--- src/hdl/asse_pkg.sv ---
package asse_pkg;

  localparam int DEPTH       = 64;
  localparam int VALUE_WIDTH = 32;
  localparam int AW          = $clog2(DEPTH);
  localparam int CW          = $clog2(DEPTH + 1);
  localparam int SUM_W       = VALUE_WIDTH + AW;
  localparam int DIVIDEND_W  = SUM_W + 8;
  localparam int AVG_W       = 40;

  localparam logic [2:0] CMD_APPEND  = 3'd0;
  localparam logic [2:0] CMD_REM_IDX = 3'd1;
  localparam logic [2:0] CMD_REM_VAL = 3'd2;
  localparam logic [2:0] CMD_FIND    = 3'd3;
  localparam logic [2:0] CMD_SORT    = 3'd4;
  localparam logic [2:0] CMD_STATS   = 3'd5;
  localparam logic [2:0] CMD_READ    = 3'd6;
  localparam logic [2:0] CMD_FILL    = 3'd7;

  localparam logic [2:0] ST_OK       = 3'd0;
  localparam logic [2:0] ST_INDEX    = 3'd1;
  localparam logic [2:0] ST_NOTFOUND = 3'd2;
  localparam logic [2:0] ST_FULL     = 3'd3;
  localparam logic [2:0] ST_EMPTY    = 3'd4;

  typedef enum logic [9:0] {
    S_IDLE   = 10'b0000000001,
    S_SCAN   = 10'b0000000010,
    S_SHIFT  = 10'b0000000100,
    S_SORT_A = 10'b0000001000,
    S_SORT_B = 10'b0000010000,
    S_STATS  = 10'b0000100000,
    S_DIV    = 10'b0001000000,
    S_READ   = 10'b0010000000,
    S_FILL   = 10'b0100000000,
    S_EMIT   = 10'b1000000000
  } state_t;

endpackage

--- src/hdl/asse_ram.sv ---
module asse_ram #(
  parameter int WIDTH = 32,
  parameter int DEPTH = 64
) (
  input  logic                     clk,
  input  logic                     we,
  input  logic [$clog2(DEPTH)-1:0] waddr,
  input  logic [WIDTH-1:0]         wdata,
  input  logic [$clog2(DEPTH)-1:0] raddr,
  output logic [WIDTH-1:0]         rdata
);

  logic [WIDTH-1:0] mem [DEPTH];

  always_ff @(posedge clk) begin
    if (we) begin
      mem[waddr] <= wdata;
    end
    rdata <= mem[raddr];
  end

endmodule

--- src/hdl/array_store_sort_engine_top.sv ---
// sequencing: append, fill with zero count and error cases go straight to the result; scans,
//   removal and read-out step through the stored words (one ram read port, registered read)
// sort: bubble passes over the store, up to count-1 passes (early exit)
// stats: accumulation over the stored words, then bit-serial division
// throughput: one command at a time; in_ready only while the sequencer is idle
// reset: rst clears count, sequencer and output valid; element ram is not cleared
module array_store_sort_engine_top
  import asse_pkg::*;
(
  input  logic                          clk,
  input  logic                          rst,
  input  logic                          in_valid,
  output logic                          in_ready,
  input  logic [2:0]                    command,
  input  logic signed [VALUE_WIDTH-1:0] value,
  input  logic [AW-1:0]                 index,
  input  logic                          descending,
  input  logic [CW-1:0]                 fill_count,
  output logic                          out_valid,
  input  logic                          out_ready,
  output logic [2:0]                    status,
  output logic signed [VALUE_WIDTH-1:0] element,
  output logic [AW-1:0]                 position,
  output logic signed [VALUE_WIDTH-1:0] minimum,
  output logic signed [VALUE_WIDTH-1:0] maximum,
  output logic signed [AVG_W-1:0]       average_q8,
  output logic [CW-1:0]                 length,
  output logic                          last
);

  state_t state;
  logic                          ph;        // 0: read issued, 1: read data back
  logic [CW-1:0]                 ptr;
  logic [CW-1:0]                 cnt;
  logic [CW-1:0]                 endp;      // bubble pass limit
  logic [CW-1:0]                 fillsat;
  logic [2:0]                    cmd_r;
  logic signed [VALUE_WIDTH-1:0] val_r;
  logic                          desc_r;
  logic                          swapped;
  logic signed [VALUE_WIDTH-1:0] a;         // element carried along the pass
  logic signed [VALUE_WIDTH-1:0] mn, mx;
  logic signed [SUM_W-1:0]       sum;
  logic [DIVIDEND_W-1:0]         dq;        // dividend shifting out, quotient in
  logic [CW:0]                   rem;
  logic                          neg;

  // pending result word
  logic [2:0]                    r_status;
  logic signed [VALUE_WIDTH-1:0] r_element;
  logic [AW-1:0]                 r_position;
  logic signed [VALUE_WIDTH-1:0] r_min, r_max;
  logic signed [AVG_W-1:0]       r_avg;
  logic                          r_last;

  // ram port
  logic                          we;
  logic [AW-1:0]                 waddr, raddr;
  logic [VALUE_WIDTH-1:0]        wdata, rdata;
  logic signed [VALUE_WIDTH-1:0] rd_s;

  logic [CW-1:0]                 ptr1;
  logic                          swap;
  logic signed [SUM_W-1:0]       sum_nx;
  logic signed [VALUE_WIDTH-1:0] mn_nx, mx_nx;
  logic [SUM_W-1:0]              mag;
  logic [CW:0]                   remsh;
  logic                          out_free;

  asse_ram #(.WIDTH(VALUE_WIDTH), .DEPTH(DEPTH)) u_ram (
    .clk   (clk),
    .we    (we),
    .waddr (waddr),
    .wdata (wdata),
    .raddr (raddr),
    .rdata (rdata)
  );

  assign rd_s     = signed'(rdata);
  assign ptr1     = ptr + CW'(1);
  assign swap     = desc_r ? (a < rd_s) : (a > rd_s);
  assign in_ready = (state == S_IDLE);
  assign out_free = !out_valid || out_ready;

  // running stats with the word just read
  assign sum_nx = ((ptr == '0) ? SUM_W'(0) : sum) + SUM_W'(rd_s);
  assign mn_nx  = (ptr == '0 || rd_s < mn) ? rd_s : mn;
  assign mx_nx  = (ptr == '0 || rd_s > mx) ? rd_s : mx;
  assign mag    = sum_nx[SUM_W-1] ? SUM_W'(-sum_nx) : SUM_W'(sum_nx);
  assign remsh  = {rem[CW-1:0], dq[DIVIDEND_W-1]};

  // ram control
  always_comb begin
    we    = 1'b0;
    waddr = ptr[AW-1:0];
    wdata = a;
    raddr = ptr[AW-1:0];
    case (state)
      S_IDLE: begin
        we    = in_valid && (command == CMD_APPEND) && (cnt < CW'(DEPTH));
        waddr = cnt[AW-1:0];
        wdata = value;
      end
      S_SHIFT: begin
        raddr = ptr1[AW-1:0];
        we    = ph && (ptr1 < cnt);
        wdata = rdata;
      end
      S_SORT_B: begin
        raddr = ptr1[AW-1:0];
        if (ptr1 >= endp) begin
          we    = 1'b1;                 // park the carried word at pass end
          wdata = a;
        end else begin
          we    = ph;
          wdata = swap ? rdata : a;
        end
      end
      S_FILL: begin
        we    = 1'b1;
        wdata = '0;
      end
      default: begin
        we = 1'b0;
      end
    endcase
  end

  always_ff @(posedge clk) begin
    if (rst) begin
      state     <= S_IDLE;
      ph        <= 1'b0;
      cnt       <= '0;
      out_valid <= 1'b0;
    end else begin
      // emit loads the output itself, so only clear from other states
      if (out_valid && out_ready && state != S_EMIT) begin
        out_valid <= 1'b0;
      end
      case (state)
        S_IDLE: begin
          if (in_valid) begin
            cmd_r      <= command;
            val_r      <= value;
            desc_r     <= descending;
            ptr        <= '0;
            ph         <= 1'b0;
            r_status   <= ST_OK;
            r_element  <= '0;
            r_position <= '0;
            r_min      <= '0;
            r_max      <= '0;
            r_avg      <= '0;
            r_last     <= 1'b1;
            state      <= S_EMIT;
            case (command)
              CMD_APPEND: begin
                if (cnt >= CW'(DEPTH)) begin
                  r_status <= ST_FULL;
                end else begin
                  cnt <= cnt + CW'(1);
                end
              end
              CMD_REM_IDX: begin
                if (CW'(index) >= cnt) begin
                  r_status <= ST_INDEX;
                end else begin
                  ptr   <= CW'(index);
                  state <= S_SHIFT;
                end
              end
              CMD_REM_VAL, CMD_FIND: begin
                if (cnt == '0) begin
                  r_status <= ST_NOTFOUND;
                end else begin
                  state <= S_SCAN;
                end
              end
              CMD_SORT: begin
                endp <= cnt;
                if (cnt > CW'(1)) begin
                  state <= S_SORT_A;
                end
              end
              CMD_STATS: begin
                if (cnt == '0) begin
                  r_status <= ST_EMPTY;
                end else begin
                  state <= S_STATS;
                end
              end
              CMD_READ: begin
                if (cnt == '0) begin
                  r_status <= ST_EMPTY;
                end else begin
                  state <= S_READ;
                end
              end
              default: begin
                // clear and fill, count saturates at depth
                if (fill_count > CW'(DEPTH)) begin
                  fillsat <= CW'(DEPTH);
                end else begin
                  fillsat <= fill_count;
                end
                if (fill_count == '0) begin
                  cnt <= '0;
                end else begin
                  state <= S_FILL;
                end
              end
            endcase
          end
        end

        S_SCAN: begin
          ph <= !ph;
          if (ph) begin
            if (rd_s == val_r) begin
              if (cmd_r == CMD_FIND) begin
                r_position <= ptr[AW-1:0];
                state      <= S_EMIT;
              end else begin
                state <= S_SHIFT;
              end
            end else if (ptr1 >= cnt) begin
              r_status <= ST_NOTFOUND;
              state    <= S_EMIT;
            end else begin
              ptr <= ptr1;
            end
          end
        end

        S_SHIFT: begin
          if (ptr1 >= cnt) begin
            cnt   <= cnt - CW'(1);
            ph    <= 1'b0;
            state <= S_EMIT;
          end else begin
            ph <= !ph;
            if (ph) begin
              ptr <= ptr1;
            end
          end
        end

        S_SORT_A: begin
          ph <= !ph;
          if (ph) begin
            a       <= rd_s;
            swapped <= 1'b0;
            state   <= S_SORT_B;
          end
        end

        S_SORT_B: begin
          if (ptr1 >= endp) begin
            endp <= endp - CW'(1);
            ptr  <= '0;
            ph   <= 1'b0;
            // early exit once a pass makes no swap
            if (swapped && (endp - CW'(1)) > CW'(1)) begin
              state <= S_SORT_A;
            end else begin
              state <= S_EMIT;
            end
          end else begin
            ph <= !ph;
            if (ph) begin
              ptr <= ptr1;
              if (swap) begin
                swapped <= 1'b1;
              end else begin
                a <= rd_s;
              end
            end
          end
        end

        S_STATS: begin
          ph <= !ph;
          if (ph) begin
            sum <= sum_nx;
            mn  <= mn_nx;
            mx  <= mx_nx;
            if (ptr1 >= cnt) begin
              r_min <= mn_nx;
              r_max <= mx_nx;
              neg   <= sum_nx[SUM_W-1];
              dq    <= {mag, 8'd0};
              rem   <= '0;
              ptr   <= '0;
              state <= S_DIV;
            end else begin
              ptr <= ptr1;
            end
          end
        end

        S_DIV: begin
          // restoring division of |sum*256| by count, one quotient bit per cycle
          if (ptr == CW'(DIVIDEND_W)) begin
            r_avg <= neg ? -signed'(dq[AVG_W-1:0]) : signed'(dq[AVG_W-1:0]);
            state <= S_EMIT;
          end else begin
            ptr <= ptr1;
            if (remsh >= {1'b0, cnt}) begin
              rem <= remsh - {1'b0, cnt};
              dq  <= {dq[DIVIDEND_W-2:0], 1'b1};
            end else begin
              rem <= remsh;
              dq  <= {dq[DIVIDEND_W-2:0], 1'b0};
            end
          end
        end

        S_READ: begin
          ph <= !ph;
          if (ph) begin
            r_element  <= rd_s;
            r_position <= ptr[AW-1:0];
            r_last     <= (ptr1 == cnt);
            state      <= S_EMIT;
          end
        end

        S_FILL: begin
          ptr <= ptr1;
          if (ptr1 >= fillsat) begin
            cnt   <= fillsat;
            state <= S_EMIT;
          end
        end

        S_EMIT: begin
          if (out_free) begin
            out_valid  <= 1'b1;
            status     <= r_status;
            element    <= r_element;
            position   <= r_position;
            minimum    <= r_min;
            maximum    <= r_max;
            average_q8 <= r_avg;
            length     <= cnt;
            last       <= r_last;
            if (cmd_r == CMD_READ && !r_last) begin
              ptr   <= ptr1;
              state <= S_READ;
            end else begin
              state <= S_IDLE;
            end
          end
        end

        default: begin
          state <= S_IDLE;
        end
      endcase
    end
  end

  // the store never holds more words than its depth
  assert property (@(posedge clk) disable iff (rst) cnt <= CW'(DEPTH))
    else $error("element count above depth");

  // ram writes only come from states that modify the store
  assert property (@(posedge clk) disable iff (rst)
    we |-> (state == S_IDLE || state == S_SHIFT || state == S_SORT_B || state == S_FILL))
    else $error("ram write from a read-only state");

  // the divider never runs past the dividend width
  assert property (@(posedge clk) disable iff (rst)
    (state == S_DIV) |-> (ptr <= CW'(DIVIDEND_W)))
    else $error("divider step count overrun");

  // a new result word is only loaded when the output is free
  assert property (@(posedge clk) disable iff (rst)
    (state == S_EMIT && out_valid && !out_ready) |=> (state == S_EMIT))
    else $error("result dropped while output stalled");

endmodule

--- config.mk ---
export PLATFORM = sky130hd
export DESIGN_NAME = array_store_sort_engine_top
export DESIGN_NICKNAME = d
export VERILOG_FILES = /design/src/hdl/asse_pkg.sv /design/src/hdl/asse_ram.sv /design/src/hdl/array_store_sort_engine_top.sv
export SDC_FILE = /design/constraint.sdc
export NUM_CORES = 2
export LEC_CHECK = 0
export BUFFER_PORTS_ARGS = -buffer_cell sky130_fd_sc_hd__buf_2
export CELL_PAD_IN_SITES_DETAIL_PLACEMENT = 2
export CELL_PAD_IN_SITES_GLOBAL_PLACEMENT = 2
export CORE_MARGIN = 4
export CORE_UTILIZATION = 43
export DETAILED_ROUTE_END_ITERATION = 10
export PLACE_DENSITY_LB_ADDON = 0.1
export SKIP_CTS_REPAIR_TIMING = 1
export SYNTH_ARGS = -nofsm -noshare
export SYNTH_HDL_FRONTEND = slang
export SYNTH_SLANG_ARGS = --single-unit
--- constraint.sdc ---
create_clock -name clk -period 12.7 [get_ports clk]
set_clock_uncertainty 0.2 [all_clocks]
set_input_delay 1.905 -clock clk [delete_from_list [all_inputs] [get_ports clk]]
set_output_delay 1.905 -clock clk [all_outputs]
set_load 0.02 [all_outputs]
# [After elaboration in Yosys (flattened, before gate mapping)]
# Memory sizes are Yosys's and may differ from the RTL's. A register that Yosys moved wholly into a read port is not among the register bits.
# Index checks and enable logic that the tools add are counted.
[op_classes] n_addsub=8 n_lt_le_gt_ge=15 eq_ne=49 muxes=121 n_bitwise=2 reduce_logical=52
[op_table] op="$mux W32" count=13
[op_table] op="$pmux W32 S2" count=4
[op_table] op="$mux W10" count=20
[op_table] op="$mux W7" count=24
[op_table] op="$mux W46" count=3
[op_table] op="$pmux W32 S4" count=1
[op_table] op="$mux W40" count=3
[op_table] op="$pmux W10 S10" count=1
[op_table] op="$pmux W46 S2" count=1
[op_table] op="$pmux W40 S2" count=1
[op_table] op="$mux W38" count=2
[op_table] op="$gt A32 B32 Y1" count=2
[op_table] op="$lt A32 B32 Y1" count=2
[op_table] op="$pmux W10 S6" count=1
[op_table] op="$pmux W7 S8" count=1
[op_table] op="$mux W6" count=9
[op_table] op="$ne A2 B2 Y1 const B" count=24
[op_table] op="$pmux W7 S2" count=3
[op_table] op="$neg A40 Y40" count=1
[op_table] op="$add A38 B32 Y38" count=1
[op_table] op="$neg A38 Y38" count=1
[op_table] op="$eq A32 B32 Y1" count=1
[op_table] op="$ge A7 B7 Y1" count=3
[op_table] op="$logic_not A7 Y1" count=3
[op_table] op="other kinds (60)" count=122
[totals] register_bits=564 ram_bits=2048 output_inout_bits=155 elab_cells=281 mem_count=1
[mem_list] name="u_ram.mem" depth=64 width=32 read_ports=1 rd_clocked_by_memory_dff=1 write_ports=1 line="asse_ram.sv:13" source="logic [WIDTH-1:0] mem [DEPTH];"

# [Depth between registers and ports, before layout]
[logic_depth] ltp_word=8 depth_mapped=22 depth_no_buf=17

# [Hierarchy]
# A second synthesis with hierarchy kept.
[unflattened] cells_unflattened=6097 area_unflattened_um2=108500.3
[by_module_without_submodules] module="asse_ram" instances=1 cells_each=3511 area_per_inst_um2=79039.6
[by_module_without_submodules] module="array_store_sort_engine_top" instances=1 cells_each=2586 area_per_inst_um2=29460.8

# [Least setup slack after synthesis]
# OpenSTA, ideal clock, no wires.
[synth_timing] path_kind="in2reg" startpoint="input rst" endpoint="register average_q8[0], enable pin" setup_time_ns=0.853 arrival_time_ns=12.462 required_ns=11.647 slack_ns=-0.815 cell_stages=2 n_path_buf=1 path_cell_list="clkbuf_1 nor3_1"
[synth_via] elab_chain_cells=2
[synth_rtl] element="start, declared" line="array_store_sort_engine_top.sv:11" source="input logic rst,"
[synth_rtl] element="$not A1 Y1 (no source line)"
[synth_rtl] element="$reduce_and A3 Y1 (no source line)"
[synth_rtl] element="end signal, assigned" line="array_store_sort_engine_top.sv:344" source="average_q8 <= r_avg;"
[synth_rtl] element="end, declared" line="array_store_sort_engine_top.sv:26" source="output logic signed [AVG_W-1:0] average_q8,"
# Every way passes these cells.
# A chain may end at the register's enable or synchronous reset.

# [Worst setup path in the final report]
[layout_timing] startpoint="register ptr[0]" endpoint="memory u_ram.mem[36][19], enable pin"
[layout_via] elab_chain_cells=6
[layout_rtl] element="start, declared" line="array_store_sort_engine_top.sv:33" source="logic [CW-1:0] ptr;"
[layout_rtl] element="start signal, assigned" line="array_store_sort_engine_top.sv:168" source="ptr <= CW'(index);"
[layout_rtl] element="start signal, assigned" line="array_store_sort_engine_top.sv:230" source="ptr <= ptr1;"
[layout_rtl] element="start signal, assigned" line="array_store_sort_engine_top.sv:243" source="ptr <= ptr1;"
[layout_rtl] element="$add A7 B1 Y7" line="array_store_sort_engine_top.sv:80" source="assign ptr1 = ptr + CW'(1);"
[layout_rtl] element="$ge A7 B7 Y1 / $lt A7 B7 Y1 (equally long branches)" line="array_store_sort_engine_top.sv:111, array_store_sort_engine_top.sv:106"
[layout_rtl] element="$mux W1 / $logic_and A1 B1 Y1 (equally long branches)" line="array_store_sort_engine_top.sv:111, array_store_sort_engine_top.sv:106"
[layout_rtl] element="$pmux W1 S4" line="array_store_sort_engine_top.sv:98" source="case (state)"
[layout_rtl] element="$mux W1" line="asse_ram.sv:16" source="if (we) begin"
[layout_rtl] element="$mux W1 (not written as such)" line="asse_ram.sv:17" source="mem[waddr] <= wdata;"
[layout_rtl] element="end, declared" line="asse_ram.sv:13"
# Several ways; a longest one is shown, not always the timed one.

==> impl_metrics.env <==
export IMPL_cts_made_buffers=302
export IMPL_rsz0062_at_grt="no"
export IMPL_syn_cell_area_mm2=0.1091
export IMPL_powerDensity_mw_per_mm2=240.5
export IMPL_via_count=61240
export IMPL_die_area_mm2=0.2619
export IMPL_hold_viol=0
export IMPL_netlist_area_leader_share_pct=71.37
export IMPL_r2r_end="u_ram.mem[36][19]"
export IMPL_drive_gt1_share_pct=21.69
export IMPL_io_pins=208
export IMPL_rows=184
export IMPL_gp_congestion=0.8702
export IMPL_coreArea_mm2=0.2519
export IMPL_r2r_start="ptr[0]"
export IMPL_ys_seq_area_share_pct=72.30
export IMPL_num_nets_final=6646
export IMPL_relSlewSlack_pct=10.52
export IMPL_ant_nets=0
export IMPL_start_kind="flip-flop"
export IMPL_wl_per_cell_um=36.36
export IMPL_hpwl_um=228400
export IMPL_die_width_um=511.7
export IMPL_io_buffers=207
export IMPL_cts_sinks=2644
export IMPL_grt_util_met2_pct=44.92
export IMPL_slew_violations=0
export IMPL_grt_usage_pct=27.47
export IMPL_crit_top_cell="a21o_1"
export IMPL_clkSlewWorstSetupHoldPaths_ns=0.06
export IMPL_clkPwrFrac_pct=27.9
export IMPL_synthArstFlopShare_pct=0
export IMPL_top_usage_layer="met2"
export IMPL_setup_viol=0
export IMPL_dpl_cell_count=9459
export IMPL_met1_usage_pct=37.98
export IMPL_ys_types=104
export IMPL_synthTopCellsByCount="edfxtp_1, mux4_2, nor2_1"
export IMPL_fin_area_mm2=0.1248
export IMPL_initial_utilization_pct=43.32
export IMPL_root_buffer="clkbuf_16"
export IMPL_reg2regPathDepth=13
export IMPL_syn_to_final_growth_pct=14.35
export IMPL_worstPathRequired_ns=13.04
export IMPL_peakVddDrop_mv=0.2503
export IMPL_synth_area_leaders="edfxtp_1, mux4_2, mux2i_1, ha_1, nor2_1"
export IMPL_grt_pass1_wl_um=515700
export IMPL_fin_crit_ns=6.879
export IMPL_worst_ep_arrival_time_ns=7.22
export IMPL_clockBufferDepth=4
export IMPL_hp_class="reg2reg"
export IMPL_overflow=0
export IMPL_h_tree_depth=5
export IMPL_place_area_mm2=0.1155
export IMPL_slowest_stage="nor2_4"
export IMPL_max_freq_mhz=145.4
export IMPL_syn_inst=6053
export IMPL_slowest_delay_ns=1.29
export IMPL_worstSetupEndpointType="flip-flop"
export IMPL_synth_edf_count=2593
export IMPL_hp_start="r_avg[7]"
export IMPL_p_seq_share_pct=39.9
export IMPL_clk_latency_ns=0.95
export IMPL_drt_wl_total_um=363200
export IMPL_synth_top_area_cell="edfxtp_1"
export IMPL_min_path_cells=0
export IMPL_cp_cell_sequence="clkinv_1, ha_1, ha_1, a21o_1, a21o_1, a21o_1, a211oi_1, o21bai_2, buf_4, a21oi_1, o211ai_1, nand3_2, nor2_4"
export IMPL_ys_ff_latch=2644
export IMPL_first_pass_iters=5
export IMPL_netSwitchingPower_w=0.01077
export IMPL_worstMarginPinSlew_ns=1.340
export IMPL_synthesis_nets=6284
export IMPL_grt_use_met3_pct=3.883
export IMPL_detail_route_iter0_violations=6006
export IMPL_synthFlopType="edfxtp_1"
export IMPL_rrSetupSlack_ns=5.82
export IMPL_tns_ns=0
export IMPL_drc=0
export IMPL_critPathKind="reg2reg"
export IMPL_sw_frac_of_total_pct=35.88
export IMPL_whs_endpoint="average_q8[7]"
export IMPL_cts_tree="yes"
export IMPL_path_max_fanout=37
export IMPL_power_leakage_nw=42.01
export IMPL_die_y_um=511.7
export IMPL_fin_cells=9988
export IMPL_cap_violations=0
export IMPL_period_share_pct=54.17
export IMPL_yosysWarnings=0
export IMPL_yosysMostFrequentCell="edfxtp_1"
export IMPL_grt_max_degree=154
export IMPL_grt_pass1_vias=64630
export IMPL_via_per_inst=6.131
export IMPL_p_comb_share_pct=32.2
export IMPL_antenna_found_initial=25
export IMPL_status="complete, no violations"
export IMPL_avgSynthCellArea_um2=18.03
export IMPL_p_int_w=0.01924
==> final cells by class <==
cell class / count / area (um^2)
multi-input cells: 2971 / 29610
fillers: 22590 / 127100
diodes: 11 / 27.53
flip-flops and latches: 2644 / 78890
well taps: 3348 / 4189
inverters: 148 / 555.5
clock buffers: 385 / 8157
clock inverters: 133 / 1102
repair buffers: 348 / 2232
==> worst max-delay path, delay by kind of cell (launching register included) <==
family,cells,cell delay [ns]
adders and majority gates,2,0.82
buffers and inverters,2,0.77
DFF,1,0.60
AOI/OAI and AO/OA,7,1.70
and+or+nand+nor,2,2.34
==> how the worst max path moves through the flow <==
stage,from,to,slack (ns)
3_5_place_dp,ptr[0],u_ram.mem[52][0],5.98
6_report,ptr[0],u_ram.mem[36][19],5.82
3_3_place_gp,ptr[0],u_ram.mem[53][4],6.16
4_1_cts,ptr[0],u_ram.mem[52][28],5.90
2_1_floorplan,rst,average_q8[0],3.89
5_1_grt,ptr[0],u_ram.mem[52][5],5.58
==> layout by cell type, fill, tap and decap left out, types with 46 or more instances in the layout <==
cell | Yosys | layout
nand2_1 | 230 | 230
and2_1 | 85 | 83
xor2_1 | 93 | 93
inv_1 | 143 | 143
o22ai_1 | 168 | 168
edfxtp_1 | 2593 | 2593
clkbuf_1 | 141 | 61
nor3_1 | 47 | 46
buf_2 | 118 | 207
clkinv_2 | 0 | 46
nand3_1 | 88 | 84
dfxtp_1 | 51 | 51
nor2_1 | 336 | 267
clkinv_1 | 2 | 56
a21oi_1 | 158 | 156
clkbuf_16 | 0 | 308
nor2_4 | 1 | 69
mux4_2 | 512 | 512
mux2i_1 | 297 | 296
ha_1 | 176 | 176
nor2b_1 | 55 | 55
xnor2_1 | 49 | 48
buf_4 | 0 | 130
o21ai_0 | 157 | 155
a21o_1 | 79 | 79
==> per-layer routing <==
| layer | vias to the layer above | share of wire [%] |
|---|---|---|
| met5 | - | 0.012 |
| li1 | 25120 | - |
| met1 | 33280 | 42 |
| met2 | 2286 | 49 |
| met4 | 6 | 3.7 |
| met3 | 541 | 5.7 |
==> kinds of logic after synthesis <==
group / share of synthesized area [%]
and+or+nand+nor: 4.842
muxes: 13.35
DFF: 72.30
adders and majority gates: 2.055
buffers and inverters: 1.673
xor gates and xnor gates: 1.155
AOI/OAI and AO/OA: 4.628
==> state kept, by name, indices dropped and copies added, names as in the netlist, 38 cells and up <==
register / flops
sum: 38
dq: 46
u_ram.mem: 2048
average_q8: 40
r_avg: 40
==> through the flow <==
stage | hold slack, ns | power (W) | setup WS, ns | util (%)
finish | 0.2037 | 0.03000 | 5.821 | 49.54
global placement | 0.2023 | 0.02137 | 6.163 | 45.85
CTS | 0.1973 | 0.03028 | 5.902 | 49.52
global route | 0.2204 | 0.03113 | 5.584 | 49.53
floorplan | 0.2003 | 0.01723 | 3.895 | -
detailed placement | 0.2052 | 0.02189 | 5.977 | 45.85
==> power groups by stage <==
| stage | combinational [W] | sequential [W] | clock (W) |
|---|---|---|---|
| 2_1_floorplan | 0.00494 | 0.0123 | 0 |
| 3_3_place_gp | 0.00926 | 0.0121 | 0 |
| 3_5_place_dp | 0.00974 | 0.0121 | 0 |
| 4_1_cts | 0.00979 | 0.0120 | 0.00852 |
| 5_1_grt | 0.0102 | 0.0120 | 0.00891 |
| 6_report | 0.00967 | 0.0120 | 0.00836 |
No activity file was read; power rests on OpenSTA's default activity.
